[src/sv/context_count_forced_byte_coder_top_macros.svh]
// Assertion macros for the context coder top level.
// Depends on nothing; included by files that carry concurrent checks.
`ifndef CONTEXT_COUNT_FORCED_BYTE_CODER_TOP_MACROS_SVH
`define CONTEXT_COUNT_FORCED_BYTE_CODER_TOP_MACROS_SVH

// Same-cycle implication, disabled during reset.
`define CCFBC_ASSERT_IMP(lbl, ante, cons) \
    lbl: assert property (@(posedge clk) disable iff (!rst_n) (ante) |-> (cons)) \
        else $error("check failed");

// Next-cycle implication, disabled during reset.
`define CCFBC_ASSERT_NXT(lbl, ante, cons) \
    lbl: assert property (@(posedge clk) disable iff (!rst_n) (ante) |=> (cons)) \
        else $error("check failed");

`endif

[src/sv/ccfbc_pkg.sv]
// Shared types, codes and helpers for the context coder.
// Used by the hash unit, the table store and the top level.
package ccfbc_pkg;

    localparam int TABLE_ENTRIES_DEF = 4096;
    localparam logic [63:0] HASH_MUL = 64'h9E37_79B9_7F4A_7C15;
    localparam logic [31:0] COUNT_MAX = 32'hFFFF_FFFF;

    localparam logic [2:0] OP_SEED   = 3'd0;
    localparam logic [2:0] OP_COUNT  = 3'd1;
    localparam logic [2:0] OP_ENCODE = 3'd2;
    localparam logic [2:0] OP_DECODE = 3'd3;
    localparam logic [2:0] OP_LOAD   = 3'd4;

    localparam logic [2:0] ST_OK       = 3'd0;
    localparam logic [2:0] ST_INVALID  = 3'd1;
    localparam logic [2:0] ST_DEAD     = 3'd2;
    localparam logic [2:0] ST_MISMATCH = 3'd3;
    localparam logic [2:0] ST_OVERFLOW = 3'd4;
    localparam logic [2:0] ST_FULL     = 3'd5;
    localparam logic [2:0] ST_ZERO     = 3'd6;

    typedef struct packed {
        logic [2:0]  opcode;
        logic [7:0]  data_byte;
        logic [63:0] entry_key;
        logic [31:0] entry_count;
    } in_word_t;

    typedef struct packed {
        logic [2:0] status;
        logic       forced;
        logic       byte_valid;
        logic [7:0] out_byte;
        logic       key_consumed;
    } out_word_t;

    typedef struct packed {
        logic        we;
        logic [63:0] key;
        logic [31:0] count;
    } ent_wr_t;

    typedef struct packed {
        logic        used;
        logic [63:0] key;
        logic [31:0] count;
    } ent_rd_t;

    typedef struct packed {
        logic        we;
        logic [55:0] key;
        logic [8:0]  live;
        logic [7:0]  sole;
    } ctx_wr_t;

    typedef struct packed {
        logic        used;
        logic [55:0] key;
        logic [8:0]  live;
        logic [7:0]  sole;
    } ctx_rd_t;

    // Shift a byte into the context window and keep 8*order bits.
    function automatic logic [55:0] shift_window(logic [55:0] ctx, logic [7:0] b,
                                                 logic [2:0] order);
        logic [55:0] mask;
        logic [55:0] nxt;
        nxt = {ctx[47:0], b};
        if (order == 3'd0)
            mask = '0;
        else if (order == 3'd7)
            mask = '1;
        else
            mask = (56'd1 << {order, 3'b000}) - 56'd1;
        return nxt & mask;
    endfunction

endpackage

[src/sv/ccfbc_hash.sv]
// Iterative multiplicative hash: one 16-bit key slice per cycle, over all four slices of the key.
// Depends on ccfbc_pkg for the hash multiplier.
module ccfbc_hash #(
    parameter int TABLE_ENTRIES = ccfbc_pkg::TABLE_ENTRIES_DEF
) (
    input  logic                             clk,
    input  logic                             rst_n,
    input  logic                             start,
    input  logic [63:0]                      key,
    output logic                             done,
    output logic [$clog2(TABLE_ENTRIES)-1:0] home
);
    import ccfbc_pkg::*;

    localparam int IW = $clog2(TABLE_ENTRIES);

    logic [63:0] key_reg;
    logic [63:0] acc_reg;
    logic [63:0] acc_next;
    logic [63:0] prod;
    logic [1:0]  cnt_reg;
    logic        run_reg;
    logic        done_reg;

    always_comb
    begin
        prod = 64'(key_reg[{cnt_reg, 4'b0000} +: 16]) * HASH_MUL;
        acc_next = acc_reg + (prod << {cnt_reg, 4'b0000});
    end

    always_ff @(posedge clk or negedge rst_n)
    begin
        if (!rst_n)
        begin
            run_reg  <= 1'b0;
            done_reg <= 1'b0;
            cnt_reg  <= '0;
        end
        else
        begin
            done_reg <= 1'b0;
            if (start)
            begin
                run_reg <= 1'b1;
                cnt_reg <= '0;
            end
            else if (run_reg)
            begin
                cnt_reg <= cnt_reg + 2'd1;
                if (cnt_reg == 2'd3)
                begin
                    run_reg  <= 1'b0;
                    done_reg <= 1'b1;
                end
            end
        end
    end

    always_ff @(posedge clk)
    begin
        if (start)
        begin
            key_reg <= key;
            acc_reg <= '0;
        end
        else if (run_reg)
            acc_reg <= acc_next;
    end

    assign done = done_reg;
    assign home = acc_reg[32 +: IW];

endmodule

[config.mk]
export PLATFORM = sky130hd
export DESIGN_NAME = ccfbc_hash
export DESIGN_NICKNAME = d
export VERILOG_FILES = /design/src/sv/context_count_forced_byte_coder_top_macros.svh /design/src/sv/ccfbc_pkg.sv /design/src/sv/ccfbc_hash.sv
export SDC_FILE = /design/constraint.sdc
export NUM_CORES = 1
export LEC_CHECK = 0
export ABC_CLOCK_PERIOD_IN_PS = 14800
export BUFFER_PORTS_ARGS = -buffer_cell sky130_fd_sc_hd__buf_2
export CORE_MARGIN = 2
export CORE_UTILIZATION = 67
export CTS_CLUSTER_DIAMETER = 30
export DETAILED_ROUTE_END_ITERATION = 10
export PLACE_DENSITY = 0.86
export REMOVE_ABC_BUFFERS = 1
export SETUP_SLACK_MARGIN = 0.15
export SLEW_MARGIN = 20
export SYNTH_ARGS = -nofsm -noshare
export SYNTH_HDL_FRONTEND = slang
export SYNTH_SLANG_ARGS = --single-unit
[constraint.sdc]
create_clock -name clk -period 14.8 [get_ports clk]
set_input_delay 2.96 -clock clk [delete_from_list [all_inputs] [get_ports clk]]
set_output_delay 2.96 -clock clk [all_outputs]
set_load 0.02 [all_outputs]
==> results.cfg <==
[synth]
avgSynthCellArea_um2 = 9.82
synth_area_leader_cell = fa_1
yosysSeqAreaShare_pct = 18.6
ys_ff_latch = 112
synthCells = 1586
synthesis.area_um2 = 15600
synthFlopType = edfxtp_1
synth_top_area_share_pct = 24.7
synth_edf_count = 64
synth_warnings = 0
yosys.cell_types.count = 86
async_reset_ff_share_pct = 3.57
synth.area.top_cells = fa_1 25%, ha_1 17%, edfxtp_1 12%

[routing]
wirelength_um = 40700
drt_iter0_drc = 1216
drt.antenna.violating_nets = 0
drt_first_pass_iters = 5
wl_per_cell_um = 21.2
avgViaCountPerCell = 6.10
vias = 11725
drc = 0

[floorplanning]
die-area_um2 = 24500
start_util_pct = 68.6
core_um2 = 22700
placementRows = 55
ios = 80
die-width_um = 156
dieHeight_um = 156

[critical_path]
reg2reg_from = cnt_reg[1]
cp_common_cell = fa_1
required_ns = 15.09
timing.critical_path.to = acc_reg[41]
crit_buf_inv = 5
slowest_delay_ns = 0.81
reg2reg_to = acc_reg[41]
end_kind = register
path_class = reg2reg
r2r_slack_ns = 4.81
critPathSlowestCell = fa_1
rr_worst_depth = 33
path_max_fanout = 41
cp-start-kind = register
worst-path-stages = 33
cp_top_family = adder cells
arrival_ns = 10.28
cp-startpoint = cnt_reg[1]

[final_layout]
multiInputGateArea_um2 = 11200
layout_common_cells = 321 x inv_1, 207 x ha_1, 192 x fa_1
nets = 2097
area_growth_pct = 5.57
drive_above_1_share_pct = 9.17
regArea_um2 = 2910
fillCellCount = 1705
final_common_cell = inv_1
largest_reg_flops = 64
antenna_cells = 0
fin_area_um2 = 16400

[min_path]
min_path_cells = 2
hold_class = reg2reg

[clock_network]
clk_latency_ns = 0.37
clock_path_buffers = 2
cts_tree = done
cts.repair.resized = 0
cts.sinks = 112
htreeDepth = 3
cts-root-buf = clkbuf_16
holdBufCountCts = 0
clk_pin_slew_ns = 0.09
cts_setup_buffers = 0
cts-buffers-inserted = 9

[timing]
max_freq_mhz = 100
worst_clock_skew_ns = 0.0123
drv_slew = 0
finalSetupTns_ns = 0
setup_violations = 0
rsz0062_at_grt = false
fin_crit_sh_pct = 67.5
min_period_ns = 9.99
max_slew_margin_pct = 36.8
hold_violations = 0
worst_slew_pin_slew_ns = 0.948

[placement]
port_buffers = 79
placed_cell_area_um2 = 16100
hpwlAfterDp_um = 34000
gp_congestion = 1.08

[global_routing]
antenna_found_initial = 0
grt.total_usage_pct = 34.5
grt-ovfl-total = 0
grt_pass1_wl_um = 63200
grt_max_degree = 78
grt_pass1_vias = 11690

[status]
status = complete, no violations

[job]
maxCapViolations = 0
kinds of logic (layout without fill, tap and decap cells):
logic type	after synthesis	count (layout)	synth area share, %
xor+xnor	82	82	4.88
fa+ha+maj	399	399	41.3
buf+inv	372	422	9.35
mux	55	55	4.96
compound gates	289	289	12.5
simple gates	277	277	8.33
flops	112	112	18.6
worst min-delay path by stage:
stage / startpoint / end
2_1_floorplan: acc_reg[27] / acc_reg[27]
3_3_place_gp: acc_reg[26] / acc_reg[26]
3_5_place_dp: acc_reg[26] / acc_reg[26]
4_1_cts: acc_reg[26] / acc_reg[26]
5_1_grt: acc_reg[26] / acc_reg[26]
6_report: acc_reg[26] / acc_reg[26]
area by class of cell:
type                       count  area share (%)
clock inverter                 7           0.571
inverter                     322            7.35
clock buffer                   9            1.37
tap                          285            2.17
sequential                   112            17.7
multi-input combinational   1102            68.2
timing repair buffer          84            2.65
metrics by stage:
stage | instances | util [%] | hold slack [ns] | setup slack, ns
final | 1921 | 72.4 | 0.487 | 4.81
after global routing | 1921 | 72.4 | 0.495 | 4.24
after CTS | 1921 | 72.4 | 0.483 | 4.99
after detailed placement | 1905 | 71.0 | 0.469 | 5.02
after global placement | 1905 | 71.0 | 0.463 | 5.20
after floorplan | 1536 | - | 0.432 | 5.22
metal layers:
metal	part of all wire (%)	routed length, um	track usage [%]
met5	0	0	0
met4	2.8	1150	11.0
met1	42	17100	48.0
met3	10	4200	9.83
met2	45	18300	52.6
Yosys cell counts (all sizes together), types with 7 or more instances:
cell type and instances:
mux4 17, and2 11, xor2 28, nor3 14
nor2 116, fa 192, a211oi 18, or2 9
edfxtp 64, nand4 11, o21ai 39, xnor2 54
ha 207, o21a 14, and3 10, nand3 13
a31oi 9, inv 321, buf 21, mux2i 33
clkbuf 29, o211ai 8, o22ai 7, dfxtp 44
o21bai 14, a21o 48, nand2 63, a21oi 85
tightest hold or removal path: cells and delay by family (launching register included):
| kind | cells | cell delay, ns |
|---|---|---|
| AND/OR/NAND/NOR | 1 | 0.06 |
| flip-flops | 1 | 0.33 |
| AO/OA/AOI/OAI | 1 | 0.05 |
Power is left out: the tool's default activity adds up to more than one toggle a clock period on the data nets, which glitch-free logic cannot reach.
